===== src/bsp_pkg.sv =====
// Types, constants and helpers of the sprite projection block
`timescale 1ns / 1ps
package bsp_pkg;

	// Divider operand widths: numerator magnitude, divisor magnitude, signed quotient
	localparam int NUM_W  = 62;
	localparam int DEN_W  = 48;
	localparam int QUO_W  = 64;
	localparam int STEP_W = $clog2(NUM_W);

	// Job queue depth between front and back
	localparam int QDEPTH = 4;
	localparam int QPTR_W = $clog2(QDEPTH);
	localparam int QCNT_W = QPTR_W + 1;

	// Register indexes of the configuration port
	localparam logic REG_SCREEN_WIDTH  = 1'b0;
	localparam logic REG_SCREEN_HEIGHT = 1'b1;

	localparam logic [12:0] WIDTH_RESET  = 13'd640;
	localparam logic [12:0] HEIGHT_RESET = 13'd480;

	localparam logic [15:0] SIZE_MAX = 16'hFFFF;

	typedef struct packed {
		logic [15:0]        object_x;
		logic [15:0]        object_y;
		logic [15:0]        viewer_x;
		logic [15:0]        viewer_y;
		logic signed [15:0] facing_x;
		logic signed [15:0] facing_y;
		logic signed [15:0] lens_x;
		logic signed [15:0] lens_y;
		logic               final_sprite;
	} bsp_in_t;

	typedef struct packed {
		logic               visible;
		logic signed [15:0] depth;
		logic signed [15:0] centre_column;
		logic [15:0]        span_size;
		logic [14:0]        first_column;
		logic signed [15:0] end_column;
		logic [11:0]        first_row;
		logic [11:0]        end_row;
		logic               final_out;
	} bsp_out_t;

	// Classified sprite handed from front to back: numerator and divisor magnitudes
	typedef struct packed {
		logic [NUM_W-1:0] nx_mag;
		logic             nx_neg;
		logic [NUM_W-1:0] ny_mag;
		logic             ny_neg;
		logic [DEN_W-1:0] det_mag;
		logic             det_neg;
		logic             det_zero;
		logic             final_sprite;
	} bsp_job_t;

	// Queue status seen by the front and back
	typedef struct packed {
		logic              empty;
		logic [QCNT_W-1:0] count;
	} bsp_qstat_t;

	// Saturate a 64-bit signed value into 16 signed bits
	function automatic logic signed [15:0] sat_s16(input logic signed [63:0] v);
		logic signed [15:0] r;
		if (v < -64'sd32768)
			r = -16'sd32768;
		else if (v > 64'sd32767)
			r = 16'sd32767;
		else
			r = v[15:0];
		return r;
	endfunction

endpackage


===== src/bsp_queue.sv =====
// Short job queue between the front and the back
`timescale 1ns / 1ps
module bsp_queue (
	input  logic                clk,
	input  logic                arst_n,
	input  logic                push,
	input  bsp_pkg::bsp_job_t   push_job,
	input  logic                pop,
	output bsp_pkg::bsp_job_t   head,
	output bsp_pkg::bsp_qstat_t qstat
);
	import bsp_pkg::*;

	bsp_job_t          mem_q [QDEPTH];
	logic [QPTR_W-1:0] wr_q, rd_q;
	logic [QCNT_W-1:0] cnt_q;

	// Store incoming jobs
	always_ff @(posedge clk) begin
		if (push)
			mem_q[wr_q] <= push_job;
	end

	// Move pointers and count
	always_ff @(posedge clk or negedge arst_n) begin
		if (!arst_n) begin
			wr_q  <= '0;
			rd_q  <= '0;
			cnt_q <= '0;
		end else begin
			if (push)
				wr_q <= wr_q + 1'b1;
			if (pop)
				rd_q <= rd_q + 1'b1;
			unique case ({push, pop})
				2'b10:   cnt_q <= cnt_q + 1'b1;
				2'b01:   cnt_q <= cnt_q - 1'b1;
				default: cnt_q <= cnt_q;
			endcase
		end
	end

	assign head        = mem_q[rd_q];
	assign qstat.count = cnt_q;
	assign qstat.empty = (cnt_q == '0);

endmodule


===== config.mk =====
export PLATFORM = sky130hd
export DESIGN_NAME = bsp_queue
export DESIGN_NICKNAME = d
export VERILOG_FILES = /design/src/bsp_pkg.sv /design/src/bsp_queue.sv
export SDC_FILE = /design/constraint.sdc
export NUM_CORES = 1
export LEC_CHECK = 0
export BUFFER_PORTS_ARGS = -buffer_cell sky130_fd_sc_hd__buf_2
export CELL_PAD_IN_SITES_DETAIL_PLACEMENT = 0
export CELL_PAD_IN_SITES_GLOBAL_PLACEMENT = 2
export CORE_MARGIN = 2
export CORE_UTILIZATION = 49
export DETAILED_ROUTE_END_ITERATION = 6
export HOLD_SLACK_MARGIN = 0.03
export PLACE_DENSITY_LB_ADDON = 0.1
export SLEW_MARGIN = 20
export SYNTH_ARGS = -nofsm -noshare
export SYNTH_HDL_FRONTEND = slang
export SYNTH_SLANG_ARGS = --single-unit

===== constraint.sdc =====
create_clock -name clk -period 16 [get_ports clk]
set_input_delay 1.6 -clock clk [delete_from_list [all_inputs] [get_ports clk]]
set_output_delay 1.6 -clock clk [all_outputs]
set_load 0.02 [all_outputs]

Yosys cells after proc, flatten, opt, wreduce, memory -nomap -nowiden --
Memories as Yosys holds them, arrays and structs flattened. Index checks and enable logic that the tools add are counted.
Storage, ports and cells: bits in registers 7, bits in writable memories 708, input port bits 181, output and inout bits 181, logic and storage cells 15, memories 1
Cells by class: $add $sub $neg 4, equal/unequal tests 2, mux-type cells 3, reduce and logical (&&, ||, !) cells 2
Memory list:
- mem_q | words 4, width 177, rd ports 1, clocked after Yosys merged registers in 0, wr ports 1, line bsp_queue.sv:14 | bsp_job_t mem_q [QDEPTH];
Operators by type and width (count):
- $pmux 3 s2 | 1
- $add 2x1->2 const B | 2
- $add 3x1->3 const B | 1
- $logic_not 3->1 | 1
- $sub 3x1->3 const B | 1
- $eq 2x1->1 const B | 1
- $eq 2x2->1 const B | 1
- $mux 1 | 2
- $reduce_bool 2->1 | 1

Depth between registers and ports, before layout --
Gate-level depths: netlist of run 1.
depth after elaboration 2, depth in mapped cells 7, mapped depth without buffers 7

Worst setup path after synthesis of run 1 --
No wires, ideal clock.
kind input -> register, start input push, end memory mem_q[0][0] (netlist name) (enable), library setup time 0.558 ns, arrival time 5.625 ns, required time 15.442 ns, slack 9.817 ns, stages on the path 1, path buffers 0, cells stage by stage and2_1
Between the ends: cells in the longest elaborated chain, start to end 2
RTL lines:
- start, declared | line bsp_queue.sv:6 | input logic push,
- $mux 1 | line bsp_queue.sv:20 | if (push)
- $mux 1 (implied by the code) | line bsp_queue.sv:21 | mem_q[wr_q] <= push_job;
- end, declared | line bsp_queue.sv:14
No other way between the ends.

==> results of run 1 <==
-- metal layers --
layer | GRT usage, % | share of wire [%] | vias up
li1 | - | - | 5005
met1 | 24.4 | 41 | 5985
met2 | 29.9 | 50 | 283
met3 | 6.34 | 7.3 | 88
met4 | 4.87 | 1.9 | 14
met5 | 0 | 0.16 | -
-- per-stage QoR --
step | total power [mW] | setup WS [ns] | util (%) | hold WS [ns]
floorplan | 3.91 | 9.82 | - | 0.491
global placement | 4.46 | 10.86 | 54.2 | 0.515
detailed placement | 4.47 | 10.86 | 54.2 | 0.524
CTS | 6.09 | 10.17 | 58.6 | 0.543
global route | 6.25 | 10.11 | 58.6 | 0.577
finish | 5.97 | 10.34 | 58.6 | 0.544
-- flip-flops by register name, indices dropped and copies added, names as in the netlist --
signal and flops:
mem_q 708, wr_q 2, rd_q 2, cnt_q 3
-- cell families (layout without fill, tap and decap cells) --
logic type      count (synthesis)  after routing  synth area share (%)
simple gates                    9              9                 0.174
fa+ha+maj                       6              6                 0.319
mux                           177            177                  15.4
other cells                     0              2                     0
buf+inv                        46            512                  1.17
flops                         715            715                  82.7
compound gates                  2              2                0.0386
xor+xnor                        6              6                 0.203
-- placed cells by master (no fill, tap or decap), drive strengths merged --
master,n
xnor2,2
clkinv,30
clkinvlp,3
bufinv,3
buf,370
ha,5
nor2,1
diode,2
edfxtp,708
nand2,3
dfrtp,7
fa,1
o21ai,2
inv,10
and2,4
nor3,1
clkbuf,96
xor2,4
mux4,177
-- cell type report --
cell class	count	area (um^2)	area share, %
Antenna cell	2	5.00	0.0163
Clock buffer	96	1990	6.46
Clock inverter	40	302	0.981
Inverter	6	22.5	0.0733
Multi-Input combinational cell	200	4190	13.6
Sequential cell	715	21400	69.8
Tap cell	688	861	2.80
Timing Repair Buffer	370	1920	6.26
-- worst max-delay path by stage --
stage	startpoint	end	slack, ns
after floorplan	push	mem_q[0][0]	9.82
after global placement	rd_q[1]	head[108]	10.86
after detailed placement	rd_q[1]	head[108]	10.86
after CTS	rd_q[1]	head[105]	10.17
after global routing	rd_q[1]	head[108]	10.11
final	rd_q[1]	head[116]	10.34
-- report_power, final --
part / switching, mW / internal (mW)
Sequential: 0.120 / 2.45
Clock: 0.678 / 0.928
Combinational: 1.08 / 0.707
==> reports/qor.txt, run 1 <==
DRT antenna net count: 0
Synthesis Warnings: 0
Clk_lat worst skew: 0.61 ns
Gate Count Post-Synth: 961
Via count: 11400
FF-to-FF setup slack: 12.41 ns
Most frequent cell after synthesis: edfxtp_1
Top delay family on crit path: buffers and inverters
VDD IR-drop max: 0.151 mV
Post-route design area: 30700 um^2
DRC violations left: 0
Final setup vio count: 0
Register-to-Register Path Depth: 5
Worst R2R End: mem_q[1][102]
RSZ-0062 raised after global routing: no
CP Max Fanout: 69
Io pins: 362
Placed wire-length estimate: 28900 um
Peak Freq: 0.177 GHz
Worst Hold Depth: 1
Final count of hold timing violations: 0
Async SR Flop Fraction: 0.979%
Post-synth EDFFs: 708
Count of state elements after synthesis: 715
Critical path depth: 4
Dominant cells by area after synthesis: edfxtp_1 82%, mux4_2 15%, dfrtp_1 0.68%, buf_6 0.61%, buf_2 0.39%
Avg Cell Area, Syn: 27.0 um^2
Top cell type's share of synthesized area: 82.0%
Largest net degree at the start of global routing: 126
Max-cap viol count: 0
Hold Buf Count CTS: 0
Final Non-Filler Cells: 2117
Number of port buffers: 361
Final setup TNS: 0 ns
Largest area contributor in the netlist: edfxtp_1
Full die area: 54700 um^2
Hold Crit Class: reg2reg
Chip height: 234 um
Final WL: 50100 um
Clock buffer depth: 3
Root Driver: clkbuf_16
Initial antenna violation count: 9
Synth cell types: 16
DP Cell Count: 1979
Setup CP Type: reg2out
Die X: 234 um
Reg clk slew, reported paths: 0.06 ns
Layout Skew: 0.0241 ns
Final Wtd Congestion: 0.715
Gates resized, CTS repair: 0
Area growth syn-to-layout: 18.6%
Syn_nets: 1148
Drt first pass iters: 4
Vias in the first global route: 11800
Fin. max-slew vios: 0
Congestion Overflow GR: 0
Reg2Reg Launch Point: wr_q[1]
Min-Delay Endpoint: wr_q[0]
Starting Density: 49.4%
Placed cell area: 28400 um^2
Run status: finished clean
H-tree depth: 3
CTS tree: yes
Data arrival, critical path: 4.06 ns
Top FF cell, synth: edfxtp_1
P_leak: 10.4 nW
WL per Instance: 23.7 um
Critical-path cell list: buf_4, buf_4, mux4_2, buf_2
Crit path required time: 14.40 ns
CTS Buf Count: 74
Fill count: 3831
1st-iter DRT viols: 677
Pwr per Cell Area: 194 nW/um^2
Synth top cells by count: 708 x edfxtp_1, 177 x mux4_2, 20 x buf_2
Hold path startpoint: wr_q[0]
CP peak stage delay: 1.08 ns
Post-Syn Area: 25900 um^2
Core Box Area: 52400 um^2
Num rows: 84
Relative slew slack: 27.7%
Share of cells above drive strength 1: 45.8%
Total GRT Usage: 18.5%
Tmin final: 5.66 ns
DR vias/cell: 5.37
First-pass GRT wire length: 74000 um
Post-synthesis sequential area ratio: 82.7%
Nets: 1554
Period utilization: 35.4%
Sink Count: 715
Most frequent CP cell: buf_4
Startpoint Class: register
Bufs and invs on worst path: 3
Worst slew pin tran: 1.08 ns
Number of setup buffers added after CTS: 0
Crit. End Element: output port
Slowest cell on the critical path: dfrtp_4
No activity file was read; power rests on OpenSTA's default activity.
==> inputs of run 2 (changes only) <==
CORE_UTILIZATION = 41   (was 49)
clock period = 4.7 ns   (was 16 ns; I/O delays follow)
==> run 2 against run 1 <==
Net effect: cell count up 8.3%; core utilization shrank 8.9 points; non-clock buffer count is 12 higher; largest cell class unchanged; clock skew decreased by 0.010 ns; power rose to 3.5 times the previous value; first-iteration DRC count shrank 4.3%; largest power group unchanged; setup slack got worse by 8.9 ns; via count is 1.1% higher; clock-buffer cell count up 12.
==> reports/qor.txt, run 2 (synthesized netlist as in run 1, its figures left out) <==
Run status: finished clean
Final WL: 53300 um
Bufs and invs on worst path: 2
Reg clk slew, reported paths: 0.06 ns
Critical path depth: 3
Drt first pass iters: 5
Period utilization: 68.5%
Nets: 1569
WL per Instance: 23.3 um
Gates resized, CTS repair: 0
DRC violations left: 0
Starting Density: 41.3%
Largest regs: mem_q x708, cnt_q x3
Final setup TNS: 0 ns
CP Max Fanout: 34
Largest register FFs: 708
RSZ-0062 raised after global routing: no
Hold Crit Class: in2reg
First-pass GRT wire length: 78700 um
Hold path startpoint: push_job[17]
Largest net degree at the start of global routing: 110
P_leak: 10.5 nW
Final Wtd Congestion: 0.716
Worst slew pin tran: 0.839 ns
Initial antenna violation count: 18
Die X: 255 um
H-tree depth: 3
Tmin final: 3.22 ns
DR vias/cell: 5.02
Clock power frac: 27.2%
Pwr Total: 20.7 mW
Number of setup buffers added after CTS: 0
Pwr per Cell Area: 663 nW/um^2
Share of cells above drive strength 1: 45.6%
Fin. max-slew vios: 0
P_sw: 6.53 mW
Final count of hold timing violations: 0
FF-to-FF setup slack: 2.42 ns
Num rows: 92
Root Driver: clkbuf_16
Chip height: 255 um
CTS Buf Count: 77
Max-cap viol count: 0
Congestion Overflow GR: 0
Placed wire-length estimate: 30600 um
Relative slew slack: 44.1%
Biggest register: mem_q
Crit path required time: 4.23 ns
Hold Buf Count CTS: 3
Via count: 11500
Reg2Reg Launch Point: wr_q[0]
DRT antenna net count: 0
Layout Skew: 0.0141 ns
Core Box Area: 62700 um^2
Setup CP Type: reg2out
Register-to-Register Path Depth: 4
Switching share of power: 31.6%
Clock buffer depth: 3
Critical-path cell list: buf_4, mux4_2, buf_2
Peak Freq: 0.310 GHz
Commonest cells after routing, fill and taps aside: 708 x edfxtp_1, 361 x buf_2, 177 x mux4_2
Full die area: 65200 um^2
Startpoint Class: register
Slowest cell on the critical path: dfrtp_4
Number of port buffers: 361
CTS tree: yes
Placed cell area: 28800 um^2
P_int: 14.1 mW
Io pins: 362
Commonest non-fill, non-tap cell in the layout: edfxtp_1
Clk_lat worst skew: 0.59 ns
Sink Count: 715
Top delay family on crit path: flip-flops
Total GRT Usage: 16.4%
Final setup vio count: 0
Sequential power share: 42.4%
Comb power frac: 30.4%
Data arrival, critical path: 2.75 ns
Min-Delay Endpoint: mem_q[3][17]
Crit. End Element: output port
1st-iter DRT viols: 648
VDD IR-drop max: 0.369 mV
Vias in the first global route: 12200
Area growth syn-to-layout: 20.3%
Worst R2R End: mem_q[2][100]
Post-route design area: 31200 um^2
CP peak stage delay: 0.95 ns
Worst Hold Depth: 1
[run 2: per-stage QoR]
stage	instances	hold WS, ns	util, %	setup slack, ns
finish	2292	0.0781	49.7	1.48
global route	2290	0.0430	49.7	1.26
CTS	2288	0.0314	49.7	1.30
detailed placement	2146	0.319	45.9	1.98
global placement	2146	0.316	45.9	1.99
floorplan	961	0.174	-	1.47
[run 2: layout make-up]
cell class	count	area, um^2
Fill cell	5088	31600
Sequential cell	715	21400
Multi-Input combinational cell	200	4190
Timing Repair Buffer	382	2110
Clock buffer	108	2110
Tap cell	846	1060
Clock inverter	31	239
Inverter	6	22.5
Antenna cell	4	10.0
[run 2: worst max-delay path by stage]
stage / startpoint / end / slack, ns
2_1_floorplan: wr_q[0] / mem_q[2][0] / 1.47
3_3_place_gp: rd_q[0] / head[75] / 1.99
3_5_place_dp: rd_q[0] / head[78] / 1.98
4_1_cts: rd_q[0] / head[78] / 1.30
5_1_grt: rd_q[0] / head[78] / 1.26
6_report: rd_q[0] / head[78] / 1.48
[run 2: worst register-to-register path, stage by stage, from the launching register on]
cell and delay, ns:
dfrtp_1 0.42, inv_1 0.10, ha_1 0.15, and2_4 0.47, buf_12 0.52
[run 2: layer usage]
layer  share of wire, %  global-route usage [%]
met5               0.33                       0
met4                1.8                    5.16
met1                 41                    21.2
met2                 49                    25.9
met3                8.3                    6.12
[run 2: power by group through the flow]
stage | combinational [mW] | clock [mW] | sequential (mW)
6_report | 6.29 | 5.62 | 8.75
5_1_grt | 6.74 | 6.07 | 8.87
4_1_cts | 6.51 | 5.82 | 8.79
3_5_place_dp | 6.49 | 0 | 8.92
3_3_place_gp | 6.50 | 0 | 8.87
2_1_floorplan | 4.44 | 0 | 8.72
==> inputs of run 3 (changes only) <==
CORE_UTILIZATION = 45   (was 41)
clock period = 3.28 ns   (was 4.7 ns; I/O delays follow)
==> run 3 against run 2 <==
Net effect: cell count is 3.5% higher; wire length is 0.38% higher; core utilization is 8.3 points higher; first-iteration DRC count is 6.6% lower; worst hold slack better by 0.041 ns; sequential share of layout area is 3.5 points lower; final area is 5.4% higher; via count is 5.2% higher.
==> reports/qor.txt, run 3 (synthesized netlist as in run 1, its figures left out) <==
H-tree depth: 3
Worst R2R End: mem_q[2][42]
Hold Crit Class: in2async
Congestion Overflow GR: 0
Via count: 12100
Final count of hold timing violations: 0
Setup CP Type: reg2out
Initial antenna violation count: 3
Startpoint Class: register
Post-route design area: 32900 um^2
Drt first pass iters: 4
Relative slew slack: 46.4%
Placed cell area: 28800 um^2
Layout Skew: 0.0153 ns
Commonest non-fill, non-tap cell in the layout: edfxtp_1
Root Driver: clkbuf_16
Reg2Reg Launch Point: wr_q[0]
Placed wire-length estimate: 31900 um
Chip height: 244 um
Clk_lat worst skew: 0.59 ns
Dpl ws: 1.03 ns
Fill count: 4275
Total GRT Usage: 18.2%
Die X: 244 um
Fin. max-slew vios: 0
Largest register FFs: 708
Max-cap viol count: 0
Worst setup path end: head[3]
First-pass GRT wire length: 80600 um
DRT antenna net count: 0
Final Wtd Congestion: 0.723
CTS tree: yes
Peak Freq: 0.361 GHz
Number of diodes: 0
Final setup TNS: 0 ns
Pwr per Cell Area: 903 nW/um^2
Share of cells above drive strength 1: 41.3%
Worst slew pin tran: 0.804 ns
P_leak: 11.3 nW
Sink Count: 715
DRC violations left: 0
Commonest cells after routing, fill and taps aside: 708 x edfxtp_1, 361 x buf_2, 180 x dlygate4sd3_1
Data arrival, critical path: 2.44 ns
DR vias/cell: 5.10
Largest net degree at the start of global routing: 111
Largest regs: mem_q x708, cnt_q x3
1st-iter DRT viols: 605
Biggest register: mem_q
Core Box Area: 56700 um^2
Tmin final: 2.77 ns
Gates resized, CTS repair: 0
CP Max Fanout: 31
Crit path required time: 2.95 ns
Setup ws final: 0.510 ns
Nets: 1754
Final WL: 53500 um
Register-to-Register Path Depth: 4
Number of port buffers: 361
Full die area: 59500 um^2
CTS Buf Count: 76
RSZ-0062 raised after global routing: no
VDD IR-drop max: 0.522 mV
Crit. End Element: output port
FF-to-FF setup slack: 1.31 ns
Starting Density: 45.7%
Vias in the first global route: 13000
Reg clk slew, reported paths: 0.06 ns
Final setup vio count: 0
Area growth syn-to-layout: 26.8%
Period utilization: 84.5%
Num rows: 87
WL per Instance: 22.6 um
Clock buffer depth: 3
Run status: finished clean
Setup crit start: rd_q[1]
Io pins: 362
[run 3: how the worst min path moves through the flow]
stage                start        to  slack [ns]  depth (start not counted)
floorplan           arst_n  cnt_q[0]        0.03                          0
global placement    arst_n  cnt_q[2]        0.18                          1
detailed placement  arst_n  cnt_q[2]        0.18                          1
CTS                 arst_n   wr_q[1]        0.08                          2
global route        arst_n  cnt_q[1]        0.12                          2
finish              arst_n   wr_q[0]        0.12                          2
[run 3: metrics by stage]
step	total power, mW	util [%]	cells	hold WS, ns
final	29.7	58.0	2372	0.119
after global routing	31.1	58.0	2372	0.118
after CTS	30.3	58.0	2372	0.0765
after detailed placement	22.2	50.8	2065	0.184
after global placement	22.1	50.8	2065	0.181
after floorplan	18.9	-	961	0.0324
[run 3: where the power goes]
part	total, mW	internal [mW]	switching, mW
Sequential	12.4	11.9	0.478
Clock	7.82	4.58	3.25
Combinational	9.44	3.82	5.62
[run 3: metal layers]
layer  vias up  track usage (%)  part of all wire (%)
li1       5391                -                     -
met1      6361             24.3                    43
met2       270             29.5                    49
met3        75             4.84                   5.9
met4         6             5.43                   1.8
met5         -                0                 0.060
[run 3: final cells by class]
type | instances | area, um^2 | share of cell area (%)
clock buffers | 90 | 1980 | 6.01
clock inverters | 37 | 274 | 0.834
inverters | 6 | 22.5 | 0.0685
multi-input cells | 200 | 4190 | 12.7
flip-flops and latches | 715 | 21400 | 65.2
well taps | 756 | 946 | 2.88
repair buffers | 568 | 4020 | 12.2
[run 3: critical path, cell delays in order (launching register included)]
cell	delay [ns]
dfrtp_4	0.78
buf_4	0.48
mux4_2	0.40
buf_2	0.18
[run 3: what timing repair did]
| item | CTS | global route |
|---|---|---|
| setup buffers | 0 | 0 |
| setup endpoints to repair | 0 | 0 |
| hold buffers | 180 | 0 |
| hold endpoints to repair | 718 | 0 |
