$ cat src/bsp_pkg.sv
// Types, constants and helpers of the sprite projection block
`timescale 1ns / 1ps
package bsp_pkg;

	// Divider operand widths: numerator magnitude, divisor magnitude, signed quotient
	localparam int NUM_W  = 62;
	localparam int DEN_W  = 48;
	localparam int QUO_W  = 64;
	localparam int STEP_W = $clog2(NUM_W);

	// Job queue depth between front and back
	localparam int QDEPTH = 4;
	localparam int QPTR_W = $clog2(QDEPTH);
	localparam int QCNT_W = QPTR_W + 1;

	// Register indexes of the configuration port
	localparam logic REG_SCREEN_WIDTH  = 1'b0;
	localparam logic REG_SCREEN_HEIGHT = 1'b1;

	localparam logic [12:0] WIDTH_RESET  = 13'd640;
	localparam logic [12:0] HEIGHT_RESET = 13'd480;

	localparam logic [15:0] SIZE_MAX = 16'hFFFF;

	typedef struct packed {
		logic [15:0]        object_x;
		logic [15:0]        object_y;
		logic [15:0]        viewer_x;
		logic [15:0]        viewer_y;
		logic signed [15:0] facing_x;
		logic signed [15:0] facing_y;
		logic signed [15:0] lens_x;
		logic signed [15:0] lens_y;
		logic               final_sprite;
	} bsp_in_t;

	typedef struct packed {
		logic               visible;
		logic signed [15:0] depth;
		logic signed [15:0] centre_column;
		logic [15:0]        span_size;
		logic [14:0]        first_column;
		logic signed [15:0] end_column;
		logic [11:0]        first_row;
		logic [11:0]        end_row;
		logic               final_out;
	} bsp_out_t;

	// Classified sprite handed from front to back: numerator and divisor magnitudes
	typedef struct packed {
		logic [NUM_W-1:0] nx_mag;
		logic             nx_neg;
		logic [NUM_W-1:0] ny_mag;
		logic             ny_neg;
		logic [DEN_W-1:0] det_mag;
		logic             det_neg;
		logic             det_zero;
		logic             final_sprite;
	} bsp_job_t;

	// Queue status seen by the front and back
	typedef struct packed {
		logic              empty;
		logic [QCNT_W-1:0] count;
	} bsp_qstat_t;

	// Saturate a 64-bit signed value into 16 signed bits
	function automatic logic signed [15:0] sat_s16(input logic signed [63:0] v);
		logic signed [15:0] r;
		if (v < -64'sd32768)
			r = -16'sd32768;
		else if (v > 64'sd32767)
			r = 16'sd32767;
		else
			r = v[15:0];
		return r;
	endfunction

endpackage

$ cat src/bsp_div.sv
// Bit-serial restoring divider with sign applied to the quotient
`timescale 1ns / 1ps
module bsp_div (
	input  logic                             clk,
	input  logic                             arst_n,
	input  logic                             start,
	input  logic [bsp_pkg::NUM_W-1:0]        num,
	input  logic [bsp_pkg::DEN_W-1:0]        den,
	input  logic                             neg,
	output logic                             done,
	output logic signed [bsp_pkg::QUO_W-1:0] quo
);
	import bsp_pkg::*;

	logic              busy_q, done_q, neg_q;
	logic [STEP_W-1:0] cnt_q;
	logic [NUM_W-1:0]  num_q;
	logic [DEN_W-1:0]  den_q;
	logic [DEN_W:0]    rem_q, rem_sh, rem_nx;
	logic              ge;

	// One quotient bit per cycle
	assign rem_sh = {rem_q[DEN_W-1:0], num_q[NUM_W-1]};
	assign ge     = rem_sh >= {1'b0, den_q};
	assign rem_nx = ge ? rem_sh - {1'b0, den_q} : rem_sh;

	// Sequence the steps
	always_ff @(posedge clk or negedge arst_n) begin
		if (!arst_n) begin
			busy_q <= 1'b0;
			done_q <= 1'b0;
			cnt_q  <= '0;
		end else if (start) begin
			busy_q <= 1'b1;
			done_q <= 1'b0;
			cnt_q  <= '0;
		end else if (busy_q) begin
			cnt_q <= cnt_q + 1'b1;
			if (cnt_q == STEP_W'(NUM_W - 1)) begin
				busy_q <= 1'b0;
				done_q <= 1'b1;
			end
		end else begin
			done_q <= 1'b0;
		end
	end

	// Shift numerator out and quotient in
	always_ff @(posedge clk) begin
		if (start) begin
			num_q <= num;
			den_q <= den;
			neg_q <= neg;
			rem_q <= '0;
		end else if (busy_q) begin
			num_q <= {num_q[NUM_W-2:0], ge};
			rem_q <= rem_nx;
		end
	end

	assign done = done_q;
	assign quo  = neg_q ? -$signed(QUO_W'(num_q)) : $signed(QUO_W'(num_q));

endmodule

$ cat src/bsp_back.sv
// Back part: divisions, size and bounds, output register
`timescale 1ns / 1ps
module bsp_back (
	input  logic                clk,
	input  logic                arst_n,
	input  logic [12:0]         screen_width,
	input  logic [12:0]         screen_height,
	input  bsp_pkg::bsp_job_t   head,
	input  bsp_pkg::bsp_qstat_t qstat,
	output logic                pop,
	output logic                out_valid,
	input  logic                out_ready,
	output bsp_pkg::bsp_out_t   out_data
);
	import bsp_pkg::*;

	typedef enum logic [5:0] {
		ST_IDLE   = 6'b000001,
		ST_DIV1   = 6'b000010,
		ST_MUL    = 6'b000100,
		ST_LAUNCH = 6'b001000,
		ST_DIV2   = 6'b010000,
		ST_FIN    = 6'b100000
	} state_t;

	state_t                   state_q;
	logic                     det_zero_q, fin_q, out_valid_q;
	logic signed [QUO_W-1:0]  tx_q, ty_q, col_q;
	logic signed [NUM_W:0]    cnum_q;
	logic [15:0]              size_q;
	bsp_out_t                 out_q, res;

	logic                     start_ab, done_a, done_b;
	logic [NUM_W-1:0]         num_a, num_b;
	logic [DEN_W-1:0]         den_ab;
	logic                     neg_a, neg_b;
	logic signed [QUO_W-1:0]  quo_a, quo_b;

	logic [11:0]              half_w, half_h;
	logic signed [QUO_W-1:0]  ty_abs;
	logic                     ty_zero;
	logic signed [48:0]       sum49;
	logic [NUM_W:0]           cnum_abs;
	logic                     out_free;

	assign half_w   = screen_width[12:1];
	assign half_h   = screen_height[12:1];
	assign ty_zero  = (ty_q == '0);
	assign ty_abs   = ty_q[QUO_W-1] ? -ty_q : ty_q;
	assign sum49    = 49'(ty_q + tx_q);
	assign cnum_abs = cnum_q[NUM_W] ? (NUM_W+1)'(-cnum_q) : (NUM_W+1)'(cnum_q);
	assign out_free = !out_valid_q || out_ready;

	assign pop      = (state_q == ST_IDLE) && !qstat.empty;
	assign start_ab = pop || (state_q == ST_LAUNCH);

	// Select divider operands: camera transform first, then column and size
	always_comb begin
		if (state_q == ST_IDLE) begin
			num_a  = head.nx_mag;
			num_b  = head.ny_mag;
			den_ab = head.det_mag;
			neg_a  = head.nx_neg ^ head.det_neg;
			neg_b  = head.ny_neg ^ head.det_neg;
		end else begin
			num_a  = cnum_abs[NUM_W-1:0];
			num_b  = NUM_W'({screen_height, 8'b0});
			den_ab = ty_abs[DEN_W-1:0];
			neg_a  = cnum_q[NUM_W] ^ ty_q[QUO_W-1];
			neg_b  = 1'b0;
		end
	end

	bsp_div u_div_a (
		.clk    (clk),
		.arst_n (arst_n),
		.start  (start_ab),
		.num    (num_a),
		.den    (den_ab),
		.neg    (neg_a),
		.done   (done_a),
		.quo    (quo_a)
	);

	bsp_div u_div_b (
		.clk    (clk),
		.arst_n (arst_n),
		.start  (start_ab),
		.num    (num_b),
		.den    (den_ab),
		.neg    (neg_b),
		.done   (done_b),
		.quo    (quo_b)
	);

	// Advance the sequencer
	always_ff @(posedge clk or negedge arst_n) begin
		if (!arst_n) begin
			state_q     <= ST_IDLE;
			out_valid_q <= 1'b0;
		end else begin
			if (out_valid_q && out_ready)
				out_valid_q <= 1'b0;
			unique case (state_q)
				ST_IDLE:   if (pop) state_q <= ST_DIV1;
				ST_DIV1:   if (done_a && done_b) state_q <= ST_MUL;
				ST_MUL:    state_q <= ST_LAUNCH;
				ST_LAUNCH: state_q <= ST_DIV2;
				ST_DIV2:   if (done_a && done_b) state_q <= ST_FIN;
				ST_FIN: begin
					if (out_free) begin
						out_valid_q <= 1'b1;
						state_q     <= ST_IDLE;
					end
				end
				default:   state_q <= ST_IDLE;
			endcase
		end
	end

	// Capture intermediate results
	always_ff @(posedge clk) begin
		if (pop) begin
			det_zero_q <= head.det_zero;
			fin_q      <= head.final_sprite;
		end
		if (state_q == ST_DIV1 && done_a) begin
			tx_q <= det_zero_q ? '0 : quo_a;
			ty_q <= det_zero_q ? '0 : quo_b;
		end
		if (state_q == ST_MUL)
			cnum_q <= $signed({1'b0, half_w}) * sum49;
		if (state_q == ST_DIV2 && done_a) begin
			col_q  <= ty_zero ? $signed(QUO_W'(half_w)) : quo_a;
			size_q <= (ty_zero || quo_b > $signed(QUO_W'(SIZE_MAX))) ? SIZE_MAX
			          : quo_b[15:0];
		end
		if (state_q == ST_FIN && out_free)
			out_q <= res;
	end

	// Clamp bounds
	always_comb begin
		logic signed [QUO_W-1:0] hs, hh, w, h, rs, re, cs, ce;
		hs = $signed(QUO_W'(size_q[15:1]));
		hh = $signed(QUO_W'(half_h));
		w  = $signed(QUO_W'(screen_width));
		h  = $signed(QUO_W'(screen_height));

		rs = hh - hs;
		if (rs < 0)
			rs = '0;
		re = hs + hh;
		if (re >= h)
			re = h - 1;
		if (re < 0)
			re = '0;
		else if (re > 4095)
			re = 4095;

		cs = col_q - hs;
		if (cs < 0)
			cs = '0;
		else if (cs > 32767)
			cs = 32767;
		ce = hs + col_q;
		if (ce >= w)
			ce = w - 1;

		res.visible       = !ty_q[QUO_W-1] && !ty_zero;
		res.depth         = sat_s16(ty_q);
		res.centre_column = sat_s16(col_q);
		res.span_size     = size_q;
		res.first_column  = cs[14:0];
		res.end_column    = sat_s16(ce);
		res.first_row     = rs[11:0];
		res.end_row       = re[11:0];
		res.final_out     = fin_q;
	end

	assign out_valid = out_valid_q;
	assign out_data  = out_q;

endmodule

$ cat config.mk
export PLATFORM = sky130hd
export DESIGN_NAME = bsp_back
export DESIGN_NICKNAME = d
export VERILOG_FILES = /design/src/bsp_pkg.sv /design/src/bsp_div.sv /design/src/bsp_back.sv
export SDC_FILE = /design/constraint.sdc
export NUM_CORES = 2
export LEC_CHECK = 0
export ABC_AREA = 1
export BUFFER_PORTS_ARGS = -buffer_cell sky130_fd_sc_hd__buf_2
export CORE_MARGIN = 4
export CORE_UTILIZATION = 45
export CTS_CLUSTER_DIAMETER = 50
export DETAILED_ROUTE_END_ITERATION = 10
export PLACE_DENSITY = 0.68
export REMOVE_ABC_BUFFERS = 1
export SYNTH_ARGS = -nofsm -noshare
export SYNTH_HDL_FRONTEND = slang
export SYNTH_SLANG_ARGS = --single-unit
$ cat constraint.sdc
create_clock -name clk -period 7.45 [get_ports clk]
set_clock_uncertainty 0.1 [all_clocks]
set_input_delay 0.3725 -clock clk [delete_from_list [all_inputs] [get_ports clk]]
set_output_delay 0.3725 -clock clk [all_outputs]
set_load 0.01 [all_outputs]
* Word-level counts from Yosys, hierarchy flattened
Index checks and enable logic that the tools add are counted.
Storage, ports and cells: bits in latches 0, logic and storage cells 145, memories 0, ROM bits 0, memory bits (writable) 0, register bits after elaboration 655, output and inout port bits 107, bits of input ports 210
Cells by class: shifts and indexed selects 0, order comparisons 16, equality and inequality tests 14, divide/modulo/power cells 0, multipliers 1, mux-type cells 46, bitwise operators 3, reductions and logical operators 18, add/sub/neg operators 15
Operators by type and width (number):
- $mux 62 | 7
- $gt 64x16->1 const B | 4
- $mux 64 | 4
- $lt 64x16->1 const B | 3
- $mux 48 | 4
- $lt 64x1->1 const B | 2
- $neg 62->64 | 2
- $ge 49x48->1 | 2
- $sub 48x48->48 | 2
- $add 16x64->64 | 1
- $ge 64x14->1 | 1
- $gt 64x13->1 const B | 1
- $gt 64x17->1 const B | 1
- $logic_not 64->1 | 1
- $sub 64x16->64 | 1
- $mul 13x49->62 | 1
- $neg 62->62 | 1
- $add 49x49->49 | 1
- $mux 16 | 3
- $mux 6 | 8
- $neg 48->48 | 1
- $pmux 6 s6 | 1
- $sub 13x1->14 const B | 2
- $mux 12 | 2
- other kinds (21) | 57

* Longest topological paths before layout
word-level depth 5, gate-level depth with buffers 47, mapped depth without buffers 46

* Cells and area by module
From an unflattened synthesis, not the netlist that was laid out.
Second synthesis, totals: cell total of the unflattened synthesis 10525, area total of the unflattened synthesis 75083.3 µm²
By module, submodules not included:
- bsp_back | cells each 6486, seq. area each 11046.8 µm², area each 48794.3 µm², times used 1
- bsp_div (u_div_b) | cells each 2052, seq. area each 4494.3 µm², area each 13241.4 µm², times used 1
- bsp_div (u_div_a) | cells each 1987, seq. area each 4494.3 µm², area each 13047.5 µm², times used 1

* Worst setup path before layout
OpenSTA, ideal clock, no wires.
path kind flip-flop to flip-flop, from register ty_q[0], to register cnum_q[58] (data pin), cell stages (with the launch flop) 40, data required time 7.085 ns, path buffers 0, clock period less this slack 7.819 ns, arrival time 7.454 ns, setup time 0.265 ns, path slack -0.369 ns, path through edfxtp_1 -> ha_1 -> inv_1 -> fa_1 -> nand3b_1 -> nand2_1 -> a31oi_1 -> o21ai_1 -> a21oi_1 -> o21ai_0 -> a21oi_1 -> o21ai_0 -> a21boi_0 -> xnor2_1 -> inv_1 -> nor2_1 -> fa_1 -> inv_1 -> (+4 left out) -> inv_1 -> fa_1 -> inv_1 -> ha_1 -> a21oi_1 -> inv_1 -> a31oi_1 -> inv_1 -> nand2_1 -> o211ai_1 -> a21oi_1 -> o21ai_0 -> nand2_1 -> nand2_1 -> a21o_1 -> a21oi_1 -> o21ai_0 -> xor2_1
Between the ends: cells in the longest elaborated chain, start to end 2
RTL lines:
- start, declared | line bsp_back.sv:28 | logic signed [QUO_W-1:0] tx_q, ty_q, col_q;
- start signal, assigned | line bsp_back.sv:129 | ty_q <= det_zero_q ? '0 : quo_b;
- $add 49x49->49 | line bsp_back.sv:50 | assign sum49 = 49'(ty_q + tx_q);
- $mul 13x49->62 | line bsp_back.sv:132 | cnum_q <= $signed({1'b0, half_w}) * sum49;
- end signal, assigned | line bsp_back.sv:132
- end, declared | line bsp_back.sv:29 | logic signed [NUM_W:0] cnum_q;
No other way between the ends. A chain may end at the register's enable or synchronous reset.

* Worst setup path after layout
from register ty_q[7], to register cnum_q[56] (data pin)
Same word-level chain as after synthesis.

==> impl_metrics.xml <==
<?xml version="1.0" encoding="UTF-8"?>
<metrics>
  <group name="routing">
    <metric name="wl" unit="um">268700</metric>
    <metric name="drt-pass1-iter-count" unit="">7</metric>
    <metric name="drt_drc_violations_left" unit="">0</metric>
    <metric name="met2_wirelength" unit="um">120200</metric>
    <metric name="routed-wl-met3" unit="um">28200</metric>
    <metric name="detail_route.vias_per_cell" unit="">5.531</metric>
    <metric name="antenna_left" unit="">0</metric>
    <metric name="highest_routed_layer" unit="">met5</metric>
    <metric name="wire_per_inst" unit="um">22.11</metric>
    <metric name="via_count" unit="">67200</metric>
    <metric name="wl_met1" unit="um">107100</metric>
    <metric name="drt-initial-drc-count" unit="">6852</metric>
  </group>
  <group name="timing">
    <metric name="timing.final.crit_period" unit="ns">7.864</metric>
    <metric name="achievable-frequency" unit="GHz">0.1272</metric>
    <metric name="number_of_pins_with_negative_max_slew_slack_in_the_final_report" unit="">0</metric>
    <metric name="timing.final.ws_setup" unit="ns">-0.4144</metric>
    <metric name="setup_viol" unit="">29</metric>
    <metric name="tightestPinTransition" unit="ns">1.033</metric>
    <metric name="final-hold-violation-count" unit="">0</metric>
    <metric name="totalNegativeSetupSlack" unit="ns">-6.502</metric>
    <metric name="relSlewSlack" unit="">0.3068</metric>
    <metric name="rsz_0062_raised_after_global_routing" unit="">true</metric>
    <metric name="final.period_utilization" unit="">1.056</metric>
  </group>
  <group name="placed_design">
    <metric name="finalWeightedCongestion" unit="">1.022</metric>
    <metric name="place.port_buffers" unit="">313</metric>
    <metric name="dpl.hpwl" unit="um">213300</metric>
  </group>
  <group name="final_layout">
    <metric name="layout_commonest_cell" unit="">nand2_1</metric>
    <metric name="most-common-layout-cells" unit="">1572 x nand2_1, 1474 x inv_1, 1121 x nor2_1, 678 x buf_4, 536 x edfxtp_1</metric>
    <metric name="design.final.nets" unit="">11140</metric>
    <metric name="areaGrowthSynthToFinish" unit="%">25.06</metric>
    <metric name="layout-drive-gt1-share" unit="">0.2001</metric>
  </group>
  <group name="pwr">
    <metric name="power.leakage" unit="nW">39.52</metric>
    <metric name="combinationalPowerShare" unit="">0.650</metric>
    <metric name="cell_internal_pwr" unit="mW">16.39</metric>
    <metric name="power.sequential.fraction" unit="">0.193</metric>
    <metric name="power.switching" unit="mW">13.98</metric>
    <metric name="share_clk_of_total_power" unit="">0.157</metric>
    <metric name="irDropWorstVdd" unit="mV">0.4276</metric>
    <metric name="finalPower" unit="mW">30.37</metric>
    <metric name="power.density" unit="nW/um2">356.0</metric>
    <metric name="switching_share" unit="">0.4603</metric>
  </group>
  <group name="min_path">
    <metric name="hold-path-cell-count" unit="">3</metric>
    <metric name="worstHoldStart" unit="">head[88]</metric>
    <metric name="hold-path-endpoint" unit="">u_div_b.num_q[36]</metric>
    <metric name="timing.hold.worst.class" unit="">in2reg</metric>
  </group>
  <group name="clock_network">
    <metric name="clock_tree_from_tritoncts" unit="">built</metric>
    <metric name="clock_insertion_delay_at_the_later_pin_of_the_skew_report" unit="ns">0.76</metric>
    <metric name="cts_made_buffers" unit="">99</metric>
    <metric name="h-tree-depth" unit="">3</metric>
    <metric name="cell_at_the_root_of_the_clock_tree" unit="">clkbuf_16</metric>
    <metric name="clockBufferDepth" unit="">3</metric>
    <metric name="numClockSinks" unit="">655</metric>
    <metric name="cts.reportedPaths.clkPinSlew" unit="ns">0.06</metric>
  </group>
  <group name="grt">
    <metric name="grt_start_max_net_pins" unit="">164</metric>
    <metric name="grt_pass1_wl" unit="um">402400</metric>
    <metric name="antenna_violations_before_repair" unit="">17</metric>
    <metric name="grt.overflow.total" unit="">0</metric>
    <metric name="first_global_vias" unit="">66940</metric>
    <metric name="grt.total_usage" unit="">0.3340</metric>
  </group>
  <group name="setup_path">
    <metric name="setup.worst_path.end_class" unit="">register</metric>
    <metric name="reg2reg_from" unit="">ty_q[7]</metric>
    <metric name="critPathMaxFanout" unit="">8</metric>
    <metric name="arr_time_crit_path" unit="ns">8.23</metric>
    <metric name="setup.worst_path.class" unit="">reg2reg</metric>
    <metric name="critPathRequiredTime" unit="ns">7.81</metric>
    <metric name="worst-r2r-setup-slack" unit="ns">-0.41</metric>
    <metric name="critical_path_cell_count" unit="">41</metric>
    <metric name="ff2ff_path_depth" unit="">41</metric>
    <metric name="worst_path_dominant_cell_family" unit="">adder cells</metric>
    <metric name="r2r_endpoint" unit="">cnum_q[56]</metric>
    <metric name="critPathBufInv" unit="">9</metric>
    <metric name="timing.critical_path.from_type" unit="">register</metric>
    <metric name="timing.critical_path.slowest_stage_cell" unit="">fa_1</metric>
    <metric name="critPathMaxStageDelay" unit="ns">0.58</metric>
  </group>
  <group name="die">
    <metric name="die_h" unit="um">397.3</metric>
    <metric name="floorplan.io_pins" unit="">317</metric>
    <metric name="start_util" unit="">0.4538</metric>
    <metric name="design.core.area" unit="um2">150300</metric>
    <metric name="placement_rows" unit="">142</metric>
    <metric name="dieArea" unit="um2">157900</metric>
    <metric name="die_w" unit="um">397.3</metric>
  </group>
  <group name="synth">
    <metric name="ys_async_sr_fraction" unit="">0.03511</metric>
    <metric name="synth_cells" unit="">9004</metric>
    <metric name="synth.area.top_cells" unit="">edfxtp_1 24%, fa_1 15%, nand2_1 9.1%</metric>
    <metric name="netlist-cell-type-count" unit="">73</metric>
    <metric name="yosysTopAreaCellShare" unit="">0.2360</metric>
    <metric name="post-synth-top-area-cell" unit="">edfxtp_1</metric>
    <metric name="ys_ff_latch" unit="">655</metric>
    <metric name="synth_enable_flop_cells" unit="">536</metric>
    <metric name="dominantRegCellSynth" unit="">edfxtp_1</metric>
    <metric name="ys_seq_area_frac" unit="">0.2726</metric>
    <metric name="synth.avg_cell_area" unit="um2">7.576</metric>
    <metric name="mappedNetlistArea" unit="um2">68210</metric>
    <metric name="yosysWarnings" unit="">0</metric>
  </group>
  <group name="outcome">
    <metric name="status" unit="">complete, but fails checks</metric>
    <metric name="failed_checks" unit="">negative setup slack</metric>
  </group>
  <group name="run">
    <metric name="maxCapViolCount" unit="">0</metric>
  </group>
</metrics>
==> worst register-to-register path, delay by kind of cell (launching register included) <==
family / cells / cell delay, ns
AOI/OAI and AO/OA: 10 / 1.40
xor gates and xnor gates: 2 / 0.24
adders and majority gates: 7 / 3.17
buffers and inverters: 9 / 1.04
DFF: 1 / 0.56
and+or+nand+nor: 13 / 1.04
==> power by group through the flow <==
stage / combinational, mW / clock [mW] / sequential [mW]
after global routing: 21.3 / 4.99 / 5.89
after detailed placement: 15.1 / 0 / 5.88
after global placement: 15.0 / 0 / 5.86
after CTS: 18.1 / 4.83 / 5.81
final: 19.7 / 4.77 / 5.85
after floorplan: 8.19 / 0 / 5.67
==> metrics by stage <==
step	setup WS (ns)	std cells	area (um2)	util	hold slack, ns
global placement	-0.9550	11700	76250	0.5073	0.2741
floorplan	-21.49	8722	67060	-	-0.02309
global route	-0.7346	12150	85300	0.5675	0.01658
CTS	-0.4149	12110	84060	0.5593	0.003822
detailed placement	-1.015	11700	76250	0.5073	0.2850
finish	-0.4144	12150	85310	0.5675	0.02243
==> worst max-delay path by stage <==
stage / start / end / slack, ns
2_1_floorplan: state_q[0] / u_div_a.num_q[0] / -21.49
3_3_place_gp: ty_q[0] / cnum_q[60] / -0.96
3_5_place_dp: ty_q[0] / cnum_q[60] / -1.02
4_1_cts: ty_q[0] / cnum_q[60] / -0.41
5_1_grt: ty_q[2] / cnum_q[56] / -0.73
6_report: ty_q[7] / cnum_q[56] / -0.41
==> flip-flops by register name (all words and copies together), names as in the netlist, 16 cells and up <==
name	count
u_div_a.num_q	62
col_q	64
u_div_a.rem_q	48
cnum_q	62
u_div_b.rem_q	48
u_div_b.num_q	62
tx_q	49
out_data	105
u_div_a.den_q	48
size_q	16
ty_q	64
==> per-layer routing <==
layer / GRT usage / vias to the layer above
met5: 0 / -
met4: 0.1364 / 12
met3: 0.07912 / 629
met2: 0.5295 / 3338
met1: 0.4399 / 32210
li1: - / 31010
==> synth_stat cells, types with 36 or more instances <==
| cell type | number |
|---|---|
| a31oi_1 | 69 |
| xor2_1 | 331 |
| o211ai_1 | 42 |
| o221ai_1 | 41 |
| o21ai_0 | 520 |
| nand2_1 | 1654 |
| xnor2_1 | 118 |
| clkbuf_1 | 221 |
| nand3_1 | 413 |
| nor3_1 | 115 |
| or2_2 | 90 |
| nor4_1 | 78 |
| nand4_1 | 105 |
| inv_1 | 1578 |
| a21oi_1 | 493 |
| edfxtp_1 | 536 |
| fa_1 | 515 |
| ha_1 | 367 |
| dfxtp_1 | 96 |
| nor2_1 | 1191 |
| buf_2 | 36 |
==> kinds of logic (layout without fill, tap and decap cells) <==
kind of cell,after synthesis,after routing,share of synthesized area
buffers and inverters,1888,3013,0.1053
adder cells (fa/ha/maj),882,882,0.2185
XOR/XNOR,449,449,0.05765
AO/OA/AOI/OAI,1339,1339,0.1095
AND/OR/NAND/NOR,3791,3791,0.2365
other,0,5,0
flip-flops,655,655,0.2726
==> what timing repair did <==
action,CTS,global route
pin swaps,364,182
setup endpoints to repair,41,41
gates cloned,2,0
hold buffers,124,1
buffers inserted,108,55
hold endpoints to repair,151,1
resized for setup,597,216
==> cell type report <==
cell class / instances / area (um2)
clock inverters: 74 / 850.8
inverters: 1606 / 6043
well taps: 2016 / 2522
fillers: 13790 / 65000
clock buffers: 109 / 2515
multi-input cells: 6461 / 45510
flip-flops and latches: 655 / 18590
diodes: 5 / 12.51
repair buffers: 1224 / 9258
Note: power is estimated with default switching activity, not from simulation.
